<file path="src/design/mcd_pkg.sv">
// Package of the mod 97 check digit stream: types, character codes and
// constant residue tables. Depends on nothing.
package mcd_pkg;

   localparam int unsigned ResDepth    = 97;
   localparam int unsigned DigitScale  = 10;
   localparam int unsigned LetterScale = 100;
   localparam int unsigned CheckBase   = 98;

   localparam logic [7:0] CHAR_HYPHEN  = 8'h2D;
   localparam logic [7:0] CHAR_ZERO    = 8'h30;
   localparam logic [7:0] CHAR_NINE    = 8'h39;
   localparam logic [7:0] CHAR_UPPER_A = 8'h41;
   localparam logic [7:0] CHAR_UPPER_Z = 8'h5A;
   localparam logic [7:0] CHAR_LOWER_A = 8'h61;
   localparam logic [7:0] CHAR_LOWER_Z = 8'h7A;
   localparam logic [7:0] LETTER_BASE  = 8'(DigitScale);
   localparam logic [7:0] MODULUS      = 8'(ResDepth);
   localparam logic [6:0] RESIDUE_ONE  = 7'd1;

   typedef logic [6:0] residue_type;
   typedef residue_type residue_table_type [ResDepth];
   typedef logic [7:0] digits_table_type [ResDepth];

   typedef enum logic [1:0] {
      KIND_SKIP,
      KIND_DIGIT,
      KIND_LETTER,
      KIND_BAD
   } char_kind_type;

   typedef struct packed {
      char_kind_type kind;
      logic [5:0]    value;
   } char_class_type;

   typedef struct packed {
      logic [7:0] char_code;
      logic       last_char;
      logic       operation;
   } item_type;

   typedef struct packed {
      logic     valid;
      item_type item;
   } stage_type;

   typedef struct packed {
      logic [3:0] check_tens;
      logic [3:0] check_ones;
      logic       verified;
      logic       invalid_input;
   } result_type;

   function automatic residue_table_type build_mul_table(int unsigned factor);
      residue_table_type t;
      int unsigned       acc;
      acc = 0;
      for (int i = 0; i < ResDepth; i++) begin
         t[i] = residue_type'(acc);
         acc = acc + factor;
         if (acc >= ResDepth) begin
            acc = acc - ResDepth;
         end
      end
      return t;
   endfunction

   function automatic digits_table_type build_check_table();
      digits_table_type  t;
      residue_table_type m;
      int unsigned       chk;
      int unsigned       tens;
      m = build_mul_table(LetterScale % ResDepth);
      for (int i = 0; i < ResDepth; i++) begin
         chk = CheckBase - int'(m[i]);
         tens = 0;
         for (int k = 0; k < 10; k++) begin
            if (chk >= DigitScale) begin
               chk = chk - DigitScale;
               tens = tens + 1;
            end
         end
         t[i] = {4'(tens), 4'(chk)};
      end
      return t;
   endfunction

   localparam residue_table_type MUL_DIGIT_TABLE  = build_mul_table(DigitScale);
   localparam residue_table_type MUL_LETTER_TABLE =
      build_mul_table(LetterScale % ResDepth);
   localparam digits_table_type  CHECK_TABLE      = build_check_table();

   function automatic char_class_type classify(logic [7:0] c);
      char_class_type r;
      r.kind  = KIND_BAD;
      r.value = '0;
      if (c == CHAR_HYPHEN) begin
         r.kind = KIND_SKIP;
      end else if (c >= CHAR_ZERO && c <= CHAR_NINE) begin
         r.kind  = KIND_DIGIT;
         r.value = 6'(c - CHAR_ZERO);
      end else if (c >= CHAR_UPPER_A && c <= CHAR_UPPER_Z) begin
         r.kind  = KIND_LETTER;
         r.value = 6'(c - CHAR_UPPER_A + LETTER_BASE);
      end else if (c >= CHAR_LOWER_A && c <= CHAR_LOWER_Z) begin
         r.kind  = KIND_LETTER;
         r.value = 6'(c - CHAR_LOWER_A + LETTER_BASE);
      end
      return r;
   endfunction

endpackage

</file>
<file path="src/design/mcd_in_reg.sv">
// Input register of the mod 97 check digit stream: holds one request beat.
// Depends on mcd_pkg.
module mcd_in_reg (
   input  logic              clock,
   input  logic              reset,
   input  logic              req_valid,
   output logic              req_stall,
   input  mcd_pkg::item_type req_item,
   input  logic              advance,
   output mcd_pkg::stage_type stage
);
   import mcd_pkg::*;

   logic     valid_ff, valid_in;
   item_type item_ff, item_in;
   logic     take;

   assign req_stall = valid_ff && !advance;
   assign take      = req_valid && !req_stall;

   always_comb begin
      valid_in = valid_ff;
      item_in  = item_ff;
      if (take) begin
         valid_in = 1'b1;
         item_in  = req_item;
      end else if (advance) begin
         valid_in = 1'b0;
      end
   end

   always_ff @(posedge clock) begin
      if (reset) begin
         valid_ff <= 1'b0;
      end else begin
         valid_ff <= valid_in;
      end
      item_ff <= item_in;
   end

   assign stage.valid = valid_ff;
   assign stage.item  = item_ff;

endmodule

</file>
<file path="src/design/mcd_fold.sv">
// Residue fold and result register of the mod 97 check digit stream.
// Depends on mcd_pkg for the character classes and the residue tables.
module mcd_fold (
   input  logic                clock,
   input  logic                reset,
   input  mcd_pkg::stage_type  stage,
   output logic                advance,
   output logic                rsp_valid,
   input  logic                rsp_stall,
   output mcd_pkg::result_type result
);
   import mcd_pkg::*;

   residue_type    residue_ff, residue_in;
   logic           bad_ff, bad_in;
   logic           valid_ff, valid_in;
   result_type     result_ff, result_in;
   char_class_type cls;
   residue_type    base;
   logic [7:0]     sum;
   residue_type    folded;
   residue_type    res_now;
   logic           bad_now;
   logic           fold_en;
   logic [7:0]     digits;
   logic           finish;

   always_comb begin
      cls     = classify(stage.item.char_code);
      base    = (cls.kind == KIND_LETTER) ? MUL_LETTER_TABLE[residue_ff]
                                          : MUL_DIGIT_TABLE[residue_ff];
      sum     = {1'b0, base} + {2'b00, cls.value};
      folded  = (sum >= MODULUS) ? 7'(sum - MODULUS) : sum[6:0];
      fold_en = ((cls.kind == KIND_DIGIT) || (cls.kind == KIND_LETTER)) && !bad_ff;
      bad_now = bad_ff || (cls.kind == KIND_BAD);
      res_now = fold_en ? folded : residue_ff;
      digits  = CHECK_TABLE[res_now];
   end

   assign advance = stage.valid && (!stage.item.last_char || !valid_ff || !rsp_stall);
   assign finish  = advance && stage.item.last_char;

   always_comb begin
      residue_in = residue_ff;
      bad_in     = bad_ff;
      if (advance) begin
         residue_in = finish ? '0 : res_now;
         bad_in     = finish ? 1'b0 : bad_now;
      end
      valid_in = valid_ff && rsp_stall;
      if (finish) begin
         valid_in = 1'b1;
      end
      result_in = result_ff;
      if (finish) begin
         result_in.invalid_input = bad_now;
         result_in.verified      = !bad_now && stage.item.operation &&
                                   (res_now == RESIDUE_ONE);
         result_in.check_tens    = (!bad_now && !stage.item.operation) ? digits[7:4]
                                                                       : 4'd0;
         result_in.check_ones    = (!bad_now && !stage.item.operation) ? digits[3:0]
                                                                       : 4'd0;
      end
   end

   always_ff @(posedge clock) begin
      if (reset) begin
         residue_ff <= '0;
         bad_ff     <= 1'b0;
         valid_ff   <= 1'b0;
      end else begin
         residue_ff <= residue_in;
         bad_ff     <= bad_in;
         valid_ff   <= valid_in;
      end
      result_ff <= result_in;
   end

   assign rsp_valid = valid_ff;
   assign result    = result_ff;

endmodule

</file>
<file path="src/design/mod97_check_digit_stream.sv">
// Top level of the mod 97 check digit stream: input register and fold stage.
// Depends on mcd_pkg, mcd_in_reg and mcd_fold.
//
//   Channel | Ports                                          | Direction
//   req     | req_valid req_stall req_char_code              | in
//           | req_last_char req_operation                    |
//   rsp     | rsp_valid rsp_stall rsp_check_tens             | out
//           | rsp_check_ones rsp_verified rsp_invalid_input  |
//
// One character is accepted every cycle while req_stall is low; the last one of
// a string passes the input register, and its result then goes to the result register.
// The residue table lookup, the add and the single mod 97 correction sit in the
// combinational logic between the input register and the result register.
// Reset is synchronous and clears the residue, the invalid flag and all valids.
// A stall on the result channel only holds back a last character.
module mod97_check_digit_stream (
   input  logic       clock,
   input  logic       reset,
   input  logic       req_valid,
   output logic       req_stall,
   input  logic [7:0] req_char_code,
   input  logic       req_last_char,
   input  logic       req_operation,
   output logic       rsp_valid,
   input  logic       rsp_stall,
   output logic [3:0] rsp_check_tens,
   output logic [3:0] rsp_check_ones,
   output logic       rsp_verified,
   output logic       rsp_invalid_input
);
   import mcd_pkg::*;

   item_type   req_item;
   stage_type  stage;
   logic       advance;
   result_type result;

   assign req_item.char_code = req_char_code;
   assign req_item.last_char = req_last_char;
   assign req_item.operation = req_operation;

   mcd_in_reg u_in_reg (
      .clock     (clock),
      .reset     (reset),
      .req_valid (req_valid),
      .req_stall (req_stall),
      .req_item  (req_item),
      .advance   (advance),
      .stage     (stage)
   );

   mcd_fold u_fold (
      .clock     (clock),
      .reset     (reset),
      .stage     (stage),
      .advance   (advance),
      .rsp_valid (rsp_valid),
      .rsp_stall (rsp_stall),
      .result    (result)
   );

   assign rsp_check_tens    = result.check_tens;
   assign rsp_check_ones    = result.check_ones;
   assign rsp_verified      = result.verified;
   assign rsp_invalid_input = result.invalid_input;

endmodule

</file>
<file path="config.mk">
export PLATFORM = sky130hd
export DESIGN_NAME = mod97_check_digit_stream
export DESIGN_NICKNAME = d
export VERILOG_FILES = /design/src/design/mcd_pkg.sv /design/src/design/mcd_in_reg.sv /design/src/design/mcd_fold.sv /design/src/design/mod97_check_digit_stream.sv
export SDC_FILE = /design/constraint.sdc
export NUM_CORES = 1
export LEC_CHECK = 0
export ABC_AREA = 0
export ABC_CLOCK_PERIOD_IN_PS = 7800
export BUFFER_PORTS_ARGS = -buffer_cell sky130_fd_sc_hd__buf_4
export CORE_ASPECT_RATIO = 0.8
export CORE_MARGIN = 5
export CORE_UTILIZATION = 50
export DETAILED_ROUTE_END_ITERATION = 7
export PLACE_DENSITY_LB_ADDON = 0.15
export REMOVE_ABC_BUFFERS = 1
export SETUP_SLACK_MARGIN = 0.02
export SYNTH_ARGS = -nofsm -noshare
export SYNTH_HDL_FRONTEND = slang
export SYNTH_SLANG_ARGS = --single-unit
</file>
<file path="constraint.sdc">
create_clock -name clock -period 7.8 [get_ports clock]
set_input_delay 1.95 -clock clock [delete_from_list [all_inputs] [get_ports clock]]
set_output_delay 1.95 -clock clock [all_outputs]
set_load 0.01 [all_outputs]
</file>
* Yosys cells after proc, flatten, opt, wreduce, memory -nomap -nowiden
Memory sizes are Yosys's and may differ from the RTL's. A register that Yosys moved wholly into a read port is not among the register bits.
Index checks and enable logic that the tools add are counted.
** Cells by class
- $add $sub $neg :: 7
- Bitwise logic cells :: 2
- Eq/ne operators :: 5
- Reductions and logical operators :: 26
- Muxes and demuxes :: 17
- $lt $le $gt $ge :: 8
** Operators by type and width (number)
- two-way mux 7 bit :: 10
- >= comparator 8 x 7 -> 1 bit, second input constant :: 3
- less-or-equal comparator 8 x 7 -> 1 bit, second input constant :: 2
- inverter 7 -> 8 bit :: 2
- adder 6 x 4 -> 6 bit, second input constant :: 2
- logical AND 1 bit :: 12
- subtractor 6 bit, second input constant :: 2
- zero test 1 bit :: 9
- adder 7 x 6 -> 8 bit :: 1
- equality test 8 x 6 -> 1 bit, second input constant :: 1
- >= comparator 8 x 6 -> 1 bit, second input constant :: 1
- >= comparator 8 bit, second input constant :: 1
- less-or-equal comparator 8 x 6 -> 1 bit, second input constant :: 1
- two-way mux 8 bit :: 1
- equality test 7 x 1 -> 1 bit, second input constant :: 1
- subtractor 7 bit, second input constant :: 1
- two-way mux 6 bit :: 1
- subtractor 6 x 1 -> 6 bit, second input constant :: 1
- equality test 2 bit, second input constant :: 2
- logical OR 1 bit :: 4
- two-way mux 1 bit :: 4
- equality test 2 x 1 -> 1 bit, second input constant :: 1
- two-way mux 2 bit :: 1
- nonzero test 2 bit :: 1
** Storage, ports and cells
- Word-level logic and storage cells :: 77
- Output and inout bits :: 12
- Memory bits (read-only) :: 2816
- Memories :: 3
- Flip-flop bits (word level) :: 22
- Input bits :: 14
** Memory list
- (name not given) :: words 128, bits a word 8, rd ports 1, clocked after memory_dff 1, wr ports 0, line mcd_fold.sv:37 : digits = CHECK_TABLE[res_now];
- (name not given) :: words 128, bits a word 7, rd ports 1, clocked after memory_dff 0, wr ports 0, line mcd_fold.sv:31 : : MUL_DIGIT_TABLE[residue_ff];
- (name not given) :: words 128, bits a word 7, rd ports 1, clocked after memory_dff 0, wr ports 0, line mcd_fold.sv:30 : base = (cls.kind == KIND_LETTER) ? MUL_LETTER_TABLE[residue_ff]

* Depth between registers and ports, before layout
Gate-level depths: netlist (run 1).
- Word-level depth :: 14
- Gate-level depth with buffers :: 32
- Gate-level depth less buffers :: 28

* Hierarchy
Synthesis (run 1) repeated with hierarchy kept, for this count alone.
** Unflattened totals
- Cell total of the unflattened synthesis :: 637
- Area, all modules :: 4630.7 µm²
** By module, submodules not included
- mcd_fold :: seq. area each 480.5 µm², instances 1, area each 4272.8 µm², cells each 622
- mcd_in_reg :: seq. area each 320.3 µm², instances 1, area each 357.8 µm², cells each 15

* Worst setup path before layout (run 1)
No wires, ideal clock.
- Kind :: register to register
- Start :: register u_in_reg.item_ff, in the netlist u_in_reg.stage[3]
- End :: register u_fold.result_ff, in the netlist u_fold.result[3] (data pin)
- Data required time :: 7.541 ns
- Library setup time :: 0.259 ns
- Period minus slack after synthesis :: 6.622 ns
- Setup slack :: 1.178 ns
- Arrival :: 6.363 ns
- Stages on the path, launching flop included :: 32
- Buffers on the path :: 4
- Cell sequence :: edfxtp_1 inv_1 ha_1 or4b_2 nand2_1 a2111oi_0 nand2b_1 clkbuf_1 nor2_1 inv_1 ha_1 clkbuf_1 clkbuf_1 o41ai_1 ha_1 inv_1 fa_1 nor2b_1 o2111ai_1 nand3_1 and3b_1 a211oi_2 a21oi_1 o211ai_1 inv_1 ha_1 clkbuf_1 inv_1 mux2i_1 o2111ai_1 a21boi_0 a211o_1
** On the way
- Longest elaborated chain between the ends :: 13
- Elaborated cells between the ends (all ways) :: 36
- Those cells by class :: add/sub: 7; order compare: 7; eq/ne: 4; mux: 8; bitwise: 1; reduce/logical: 9
** RTL lines
- start, declared :: line mcd_in_reg.sv:15 : item_type item_ff, item_in;
- start signal, assigned :: line mcd_in_reg.sv:38 : item_ff <= item_in;
- parallel branches: the longest is 13 deep, another holds adder 7 x 6 -> 8 bit
- end signal, assigned :: line mcd_fold.sv:76 : result_ff <= result_in;
- end, declared :: line mcd_fold.sv:17 : result_type result_ff, result_in;
Several ways; the timed one is not identified.
A chain may end at the register's enable or synchronous reset.

* Final worst setup path (run 1)
Ends and elaborated chain as after synthesis.

==> results.txt, run 1 <==
Outcome = finished clean
PD cells = 122 nW/um^2
Clk root buf = clkbuf_16
Layout cells sized above 1 = 0.121
Initial Util = 0.513
Most used cell, CP = inv_1
Worst Setup SP = u_in_reg.stage[3]
Nets = 682
Vias in the first global route = 4354
Final setup vio count = 0
Largest family of logic cells by synthesized area = compound AO/OA/AOI/OAI gates
Synth Flop Type = edfxtp_1
Setup TNS = 0 ns
Critical Path Sink Type = register
Rows = 31
Synth Area in Adders = 0.109
Number of fill cells = 861
Slew @ Worst Pin = 0.747 ns
Die height = 96.1 um
Synth Area in XOR/XNOR = 0.0227
Worst Setup EP = u_fold.result[3]
Post-synthesis mux area share = 0.0402
Netlist cell types = 78
Clock Latency Late Sink = 0.28 ns
Core Region = 9040 um^2
Clock Tree Buf Depth = 2
Violation count after the first detailed-route iteration = 701
Die area = 11300 um^2
Residual DRC = 0
Cells on worst reg2reg path = 27
CTS tree = done
CP max FO = 17
Buffers and inverters on the worst path = 6
Simple-gate area share of the yosys netlist = 0.216
Htree depth = 2
CP required = 7.83 ns
Hold depth = 2
Reg2reg start = u_in_reg.stage[3]
Post-synthesis compound-gate area fraction = 0.363
Cell Area, Synth = 4640 um^2
Largest net degree at the start of global routing = 47
Slew headroom = 0.500
Detailed placement HPWL = 9.72 mm
Initial antenna violation count = 0
I/O Pins = 26
Hold crit path type = register to register
Yosys reg bits = 30
Commonest cells after routing, fill and taps aside = nand2_1 (65), nor2_1 (59), a21oi_1 (55), o21ai_0 (41), buf_4 (41)
Overall routing resource usage = 0.235
Die W = 118 um
Final hold slack = 0.532 ns
IO Port Bufs = 25
CP arrival = 7.21 ns
Max Slew Vio Count = 0
Worst vdd ir = 0.0942 mV
Clk slew on worst S/H paths = 0.06 ns
Layout area overhead = 8.07%
Static Leak = 1.91 nW
Clock sinks = 30
GRT overflow = 0
Drt pass-1 iters = 6
Number of setup buffers added after CTS = 0
CTS Buf Count = 5
Critical R2R Capture = u_fold.result[3]
Fmax = 0.139 GHz
Critical path class = register to register
Sequential area share after synthesis = 0.173
Number of synthesized flops with an enable pin = 20
Final Hold Viols = 0
Period minus WS final = 7.18 ns
RSZ-0062 raised after global routing = false
Final ANT Viol Nets = 0
Critical path launch point type = register
Most common cell after layout, fill and taps aside = nand2_1
Routed wire length = 13.6 mm
Vias per cell = 6.66
Synth Instances = 633
Worst path top cell family by delay = compound AO/OA/AOI/OAI gates
Final worst path period share = 0.921
Global-route wire length before repair = 22.3 mm
N_diodes = 0
Wire length per cell = 18.3 um
Yosys warns = 0
Skew final = 0.00876 ns
Slowest stage delay, CP = 0.64 ns
Post-Syn Area per Cell = 7.33 um^2
Stages on worst setup path = 27
R2r setup slk = 0.62 ns
Max Cap Viol = 0
Routed vias = 4965
Slowest-stage cell, CP = or4b_2
FFs w/ async S/R, synth = 0
Routability Congestion = 0.911
-- how the worst min path moves through the flow --
stage | start | to
detailed placement | u_in_reg.valid_ff | u_in_reg.valid_ff
floorplan | u_in_reg.valid_ff | u_in_reg.valid_ff
global placement | u_in_reg.valid_ff | u_in_reg.valid_ff
global route | u_in_reg.valid_ff | u_in_reg.valid_ff
finish | u_in_reg.valid_ff | u_in_reg.valid_ff
CTS | u_in_reg.valid_ff | u_in_reg.valid_ff
-- synth_stat cells (3+ instances only) --
master / n / area, um^2
nand3b_1: 3 / 22.5
clkbuf_1: 28 / 105
buf_4: 3 / 22.5
a2111oi_0: 3 / 26.3
a21boi_0: 3 / 22.5
o21a_1: 5 / 37.5
o21ai_1: 3 / 15.0
buf_2: 10 / 50.1
a211oi_1: 21 / 158
o311ai_0: 3 / 26.3
nand2b_1: 6 / 37.5
a311o_1: 4 / 40.0
mux2_2: 3 / 33.8
o21ai_0: 41 / 205
o221ai_1: 3 / 26.3
o22ai_1: 8 / 50.1
a41oi_1: 3 / 26.3
o2111ai_1: 5 / 43.8
xnor2_1: 7 / 61.3
o31ai_1: 3 / 22.5
and2_1: 3 / 18.8
o211ai_1: 13 / 97.6
a21oi_1: 55 / 275
and3_1: 8 / 50.1
nand3_1: 22 / 110
nand4_1: 3 / 18.8
a211o_1: 4 / 35.0
nor2b_1: 8 / 50.1
a22oi_1: 9 / 67.6
nand2_1: 65 / 244
or3_1: 5 / 31.3
a21o_1: 4 / 30.0
mux2i_1: 13 / 130
nor3_1: 18 / 90.1
edfxtp_1: 20 / 601
a31oi_1: 15 / 93.8
ha_1: 38 / 475
o21bai_1: 4 / 30.0
xor2_1: 5 / 43.8
nor2_1: 59 / 221
o211a_1: 4 / 40.0
buf_1: 8 / 30.0
dfxtp_1: 10 / 200
inv_1: 27 / 101
-- power by group --
part	switching [W]	internal [W]
Clock	0.0000730	0.000118
Sequential	0.00000587	0.000176
Combinational	0.000153	0.0000877
-- repair_timing --
item | CTS | global route
hold buffers | 0 | 0
endpoints found under the hold margin | 0 | 0
endpoints found under the setup margin | 0 | 2
gates resized for setup | 0 | 4
-- metrics by stage --
stage	cell area (um^2)	setup slack [ns]	utilization	instances	power (W)
after global routing	5010	0.0905	0.554	745	0.000652
after global placement	4840	0.986	0.536	737	0.000413
after floorplan	4390	1.46	-	581	0.000354
after detailed placement	4840	0.718	0.536	737	0.000415
final	5010	0.617	0.554	745	0.000613
after CTS	4990	0.675	0.552	745	0.000610
-- state kept, by name, indices dropped and copies added (netlist names) --
name,flops
u_fold.result,10
u_in_reg.stage,10
u_fold.residue_ff,7
u_fold.bad_ff,1
u_fold.rsp_valid,1
u_in_reg.valid_ff,1
-- metal layers --
metal,track usage,routed length [um],up-vias
li1,-,-,2368
met1,0.364,6510,2303
met2,0.339,5600,274
met3,0.0341,1300,20
met4,0.0525,185,0
met5,0,0,-
-- final cells by class --
cell class | count | area (um^2) | area share
multi-input combinational | 522 | 3500 | 0.699
sequential | 30 | 801 | 0.160
timing repair buffer | 41 | 308 | 0.0614
tap | 115 | 144 | 0.0287
clock buffer | 5 | 125 | 0.0250
inverter | 29 | 109 | 0.0217
clock inverter | 3 | 21.3 | 0.00424
-- kinds of logic (layout without fill, tap and decap cells) --
| group | count (synthesis) | after routing |
|---|---|---|
| fa+ha+maj | 40 | 40 |
| buf+inv | 81 | 78 |
| flops | 30 | 30 |
| xor+xnor | 12 | 12 |
| compound gates | 241 | 241 |
| mux | 17 | 17 |
| simple gates | 212 | 212 |
-- worst reg2reg max path: stages, from the launching register on --
cell      delay [ns]
edfxtp_1        0.44
inv_1           0.12
ha_1            0.22
or4b_2          0.64
a21oi_1         0.21
a311o_1         0.16
nand2b_1        0.19
nor2_1          0.21
inv_1           0.06
ha_1            0.40
o41ai_1         0.52
ha_1            0.26
inv_1           0.06
fa_1            0.43
xor2_1          0.43
nand2_1         0.10
nor2_1          0.19
a31oi_1         0.16
a21oi_1         0.32
o211ai_1        0.15
buf_4           0.20
inv_1           0.15
ha_1            0.41
inv_1           0.15
mux2i_1         0.15
o221ai_1        0.20
a21boi_0        0.11
a211o_1         0.29
Note: power is estimated with default switching activity, not from simulation.
==> run 2: changes to the inputs <==
Settings changed: CORE_UTILIZATION 50 to 30.
==> results.txt, run 2 (same netlist as run 1, synthesis figures left out) <==
Outcome = finished clean
Max Slew Vio Count = 0 (unchanged)
Slew @ Worst Pin = 0.996 ns (+0.249 ns)
Final ANT Viol Nets = 0 (unchanged)
RSZ-0062 raised after global routing = false
Wire length per cell = 18.3 um (+0.21%)
Period minus WS final = 7.18 ns (-0.00382 ns)
CTS tree = done
Layout area overhead = 11.5%
Critical Path Sink Type = register
Register Area = 801 um^2 (unchanged)
Clock Tree Buf Depth = 2 (unchanged)
Residual DRC = 0 (unchanged)
N_diodes = 0 (unchanged)
Most common cell after layout, fill and taps aside = nand2_1
Commonest cells after routing, fill and taps aside = nand2_1 (65), nor2_1 (59), a21oi_1 (55), buf_4 (46), o21ai_0 (41)
CTS Buf Count = 5 (unchanged)
Htree depth = 2 (unchanged)
Hold crit path type = register to register
Drt pass-1 iters = 5 (-1)
Vias per cell = 5.86 (-12%)
Worst vdd ir = 0.119 mV (+26%)
Routed wire length = 15.5 mm (+14%)
Largest net degree at the start of global routing = 46 (-2.1%)
Total power = 0.000640 W (+4.4%)
Clock Latency Late Sink = 0.28 ns (about the same)
Final worst path period share = 0.920 (about the same)
Nets = 687 (+0.73%)
I/O Pins = 26 (unchanged)
Post-route core utilization = 0.342 (-0.213)
Area of the multi-input gates = 3490 um^2 (-0.29%)
Core Region = 15100 um^2 (+67%)
Initial antenna violation count = 0 (unchanged)
CP arrival = 7.20 ns (about the same)
Static Leak = 1.94 nW (+1.4%)
Violation count after the first detailed-route iteration = 505 (-28%)
Die height = 121 um (+26%)
Clock sinks = 30 (unchanged)
Fmax = 0.139 GHz (about the same)
GRT overflow = 0 (unchanged)
Max Cap Viol = 0 (unchanged)
PD cells = 124 nW/um^2 (+1.2%)
Clk root buf = clkbuf_16
IO Port Bufs = 25 (unchanged)
Worst slack, placed = 0.305 ns (-0.412 ns)
Slew headroom = 0.335 (-0.165)
Routed vias = 4950 (-0.30%)
Routability Congestion = 0.878 (-3.5%)
Critical path launch point type = register
Slowest-stage cell, CP = a2111oi_0
Initial Util = 0.307 (-0.206)
Slowest stage delay, CP = 0.65 ns (about the same)
Rows = 40 (+29%)
Die area = 18100 um^2 (+60%)
Layout cells sized above 1 = 0.123 (+0.00220)
CP required = 7.82 ns (about the same)
CP max FO = 17 (unchanged)
Detailed placement HPWL = 11.1 mm (+14%)
Vias in the first global route = 4633 (+6.4%)
Skew final = 0.0106 ns (+0.00185 ns)
Setup TNS = 0 ns (unchanged)
Post-route setup slack = 0.621 ns (+0.00382 ns)
Critical path class = register to register
Clk slew on worst S/H paths = 0.06 ns (about the same)
Overall routing resource usage = 0.170 (-0.0650)
Number of fill cells = 1670 (+94%)
Die W = 149 um (+27%)
Final setup vio count = 0 (unchanged)
Global-route wire length before repair = 25.1 mm (+13%)
Final Hold Viols = 0 (unchanged)
==> run 2: cell count changes in the layout (fill, tap and decap cells not counted), sizes merged <==
cell      delta
buf          +5
clkinvlp     -1
clkbuf       +3
clkinv       -2
==> run 2: per-stage QoR <==
stage / std cells / hold slack [ns] / cell area, um^2
after floorplan: 581 / 0.489 / 4390
after global placement: 834 / 0.524 / 4980
after detailed placement: 834 / 0.527 / 4980
after CTS: 842 / 0.535 / 5130
after global routing: 845 / 0.578 / 5170
final: 845 / 0.534 / 5170
==> run 2: cell type report <==
type	count	area share
clock buffers	8	0.0305
inverters	29	0.0211
multi-input cells	522	0.676
flip-flops and latches	30	0.155
well taps	210	0.0508
repair buffers	46	0.0668
==> run 2: per-layer routing <==
metal | vias to the layer above | GRT usage | wire length (um)
met4 | 0 | 0.0246 | 108
met5 | - | 0 | 0
met1 | 2396 | 0.259 | 7850
li1 | 2376 | - | -
met3 | 17 | 0.0302 | 866
met2 | 161 | 0.253 | 6630
==> run 2: what timing repair did <==
item / CTS / global route
resized for setup: 0 / 3
endpoints found under the hold margin: 0 / 0
setup endpoints to repair: 0 / 6
hold buffers: 0 / 0
setup buffers: 0 / 3
==> run 2: critical path, delay by kind of cell, from the launching register on <==
family / cells / cell delay (ns)
AND/OR/NAND/NOR: 7 / 1.52
AO/OA/AOI/OAI: 11 / 3.33
flip-flops: 1 / 0.45
buffers and inverters: 3 / 0.43
adder cells (fa/ha/maj): 4 / 1.19
==> run 2: worst paths after layout <==
check / start / endpoint / slack [ns] / cells past startpoint
worst max register to register: u_in_reg.stage[3] / u_fold.result[4] / 0.62 / 25
worst min register to register: u_in_reg.valid_ff / u_in_reg.valid_ff / 0.53 / 2
worst max-delay path: u_in_reg.stage[3] / u_fold.result[4] / 0.62 / 25
worst min-delay path: u_in_reg.valid_ff / u_in_reg.valid_ff / 0.53 / 2
==> run 2: power breakdown <==
part           total (W)  switching (W)  internal [W]
Combinational   0.000247       0.000157     0.0000900
Sequential      0.000182     0.00000628      0.000176
Clock           0.000211      0.0000731      0.000138
Total           0.000640       0.000236      0.000404
==> run 3: changes to the inputs <==
Settings changed: REMOVE_ABC_BUFFERS 1 to unset.
==> results.txt, run 3 (same netlist as run 1, synthesis figures left out) <==
Initial antenna violation count = 0 (unchanged)
CTS Buf Count = 5 (unchanged)
R2r setup slk = 0.63 ns (about the same)
Final setup vio count = 0 (unchanged)
Cells on worst reg2reg path = 26 (+4.0%)
GRT overflow = 0 (unchanged)
N_diodes = 0 (unchanged)
Number of setup buffers added after CTS = 0 (unchanged)
Max Slew Vio Count = 0 (unchanged)
Clk slew on worst S/H paths = 0.06 ns (about the same)
Post-route core utilization = 0.338 (-0.00414)
Initial Util = 0.307 (unchanged)
Clock Tree Buf Depth = 2 (unchanged)
Syn Nets = 686
Layout area overhead = 10.1%
Drt pass-1 iters = 5 (unchanged)
PD cells = 120 nW/um^2 (-3.4%)
Critical R2R Capture = u_fold.result[3]
Vias in the first global route = 4377 (-5.5%)
Final instance area = 5110 um^2 (-1.2%)
Final Hold Viols = 0 (unchanged)
Final worst path period share = 0.920 (about the same)
Hold crit path type = register to register
Vias per cell = 5.79 (-1.2%)
Max Cap Viol = 0 (unchanged)
Final ANT Viol Nets = 0 (unchanged)
Largest net degree at the start of global routing = 47 (+2.2%)
Global-route wire length before repair = 23.7 mm (-5.5%)
Routed wire length = 14.7 mm (-5.0%)
Critical path launch point type = register
Rows = 40 (unchanged)
Core Region = 15100 um^2 (unchanged)
Critical Path Sink Type = register
Htree depth = 2 (unchanged)
Wire length per cell = 17.5 um (-4.4%)
Die W = 149 um (unchanged)
Worst Setup EP = u_fold.result[3]
Met1 GRT Util = 0.250 (-0.00847)
Global routing usage on met2 = 0.228 (-0.0254)
CP required = 7.83 ns (about the same)
Die height = 121 um (unchanged)
Clock sinks = 30 (unchanged)
Skew final = 0.0109 ns (+0.000259 ns)
Slew headroom = 0.358 (+0.0235)
Most used cell, CP = inv_1
Worst slack, placed = 0.565 ns (+0.260 ns)
Slowest-stage cell, CP = or4b_2
Violation count after the first detailed-route iteration = 616 (+22%)
Die area = 18100 um^2 (unchanged)
Slowest stage delay, CP = 0.64 ns (about the same)
CP max FO = 17 (unchanged)
Period minus WS final = 7.17 ns (-0.00503 ns)
Overall routing resource usage = 0.159 (-0.0105)
Setup TNS = 0 ns (unchanged)
Met3 Use GR = 0.0265 (-0.00373)
Residual DRC = 0 (unchanged)
Fmax = 0.139 GHz (about the same)
Most common cell after layout, fill and taps aside = nand2_1
Commonest cells after routing, fill and taps aside = nand2_1 (65), nor2_1 (59), a21oi_1 (55), o21ai_0 (41), buf_4 (41)
Detailed placement HPWL = 10.5 mm (-5.6%)
Hold_sp = u_in_reg.valid_ff
Number of fill cells = 1651 (-1.1%)
Routability Congestion = 0.879 (about the same)
Outcome = finished clean
Area after DPL = 4960 um^2 (-0.30%)
Post-route setup slack = 0.626 ns (+0.00503 ns)
Most Crowded Layer GR = met1
Worst vdd ir = 0.0749 mV (-37%)
CTS tree = done
Routed vias = 4862 (-1.8%)
I/O Pins = 26 (unchanged)
IO Port Bufs = 25 (unchanged)
Worst Setup SP = u_in_reg.stage[3]
Static Leak = 1.90 nW (-1.9%)
Critical path class = register to register
RSZ-0062 raised after global routing = false
CP arrival = 7.21 ns (about the same)
Nets = 682 (-0.73%)
Clk root buf = clkbuf_16
Slew @ Worst Pin = 0.961 ns (-0.0352 ns)
Reg2reg start = u_in_reg.stage[3]
Layout cells sized above 1 = 0.116 (-0.00696)
Clock Latency Late Sink = 0.28 ns (about the same)
-- run 3: cell count changes in the layout (fill, tap and decap cells not counted), sizes merged --
cell,previous run,this run
buf,46,41
clkbuf,8,5
clkinv,2,4
clkinvlp,0,1
-- run 3: metal layers --
| metal | share of wire | wire length, um |
|---|---|---|
| met4 | 0.0062 | 91 |
| met1 | 0.50 | 7390 |
| met3 | 0.076 | 1110 |
| met5 | 0 | 0 |
| met2 | 0.41 | 6080 |
-- run 3: worst max-delay path: cells and delay by family, from the launching register on --
family                     cells  cell delay [ns]
xor gates and xnor gates       1             0.48
muxes                          1             0.14
adders and majority gates      5             1.63
and+or+nand+nor                5             1.40
buffers and inverters          5             0.62
AOI/OAI and AO/OA              9             2.21
DFF                            1             0.46
-- run 3: report_power, final --
part / leakage [nW] / internal (W) / switching (W)
Combinational: 1.55 / 0.0000880 / 0.000152
Sequential: 0.285 / 0.000176 / 0.00000661
Clock: 0.0672 / 0.000116 / 0.0000712
-- run 3: stage by stage --
step	total power [W]	instances	hold slack (ns)
floorplan	0.000368	633	0.496
detailed placement	0.000420	832	0.526
finish	0.000611	840	0.543
global placement	0.000422	832	0.521
CTS	0.000609	840	0.535
global route	0.000648	840	0.553
-- run 3: worst min path at each step --
stage                                   end  slack (ns)  cells past startpoint
after detailed placement  u_in_reg.valid_ff        0.53                      2
after CTS                 u_in_reg.valid_ff        0.54                      2
final                     u_in_reg.valid_ff        0.54                      2
after global routing      u_in_reg.valid_ff        0.55                      2
after global placement    u_in_reg.valid_ff        0.52                      2
after floorplan           u_in_reg.valid_ff        0.50                      2
-- run 3: area by class of cell --
type	instances	area (um^2)	area share
Inverter	29	109	0.0213
Timing Repair Buffer	41	308	0.0603
Tap cell	210	263	0.0515
Multi-Input combinational cell	522	3480	0.682
Clock inverter	3	16.3	0.00319
Sequential cell	30	801	0.157
Clock buffer	5	125	0.0245
-- run 3: timing repair --
action / 4_1_cts / 5_1_grt
hold buffers: 0 / 0
setup endpoints to repair: 0 / 3
gates resized for setup: 0 / 1
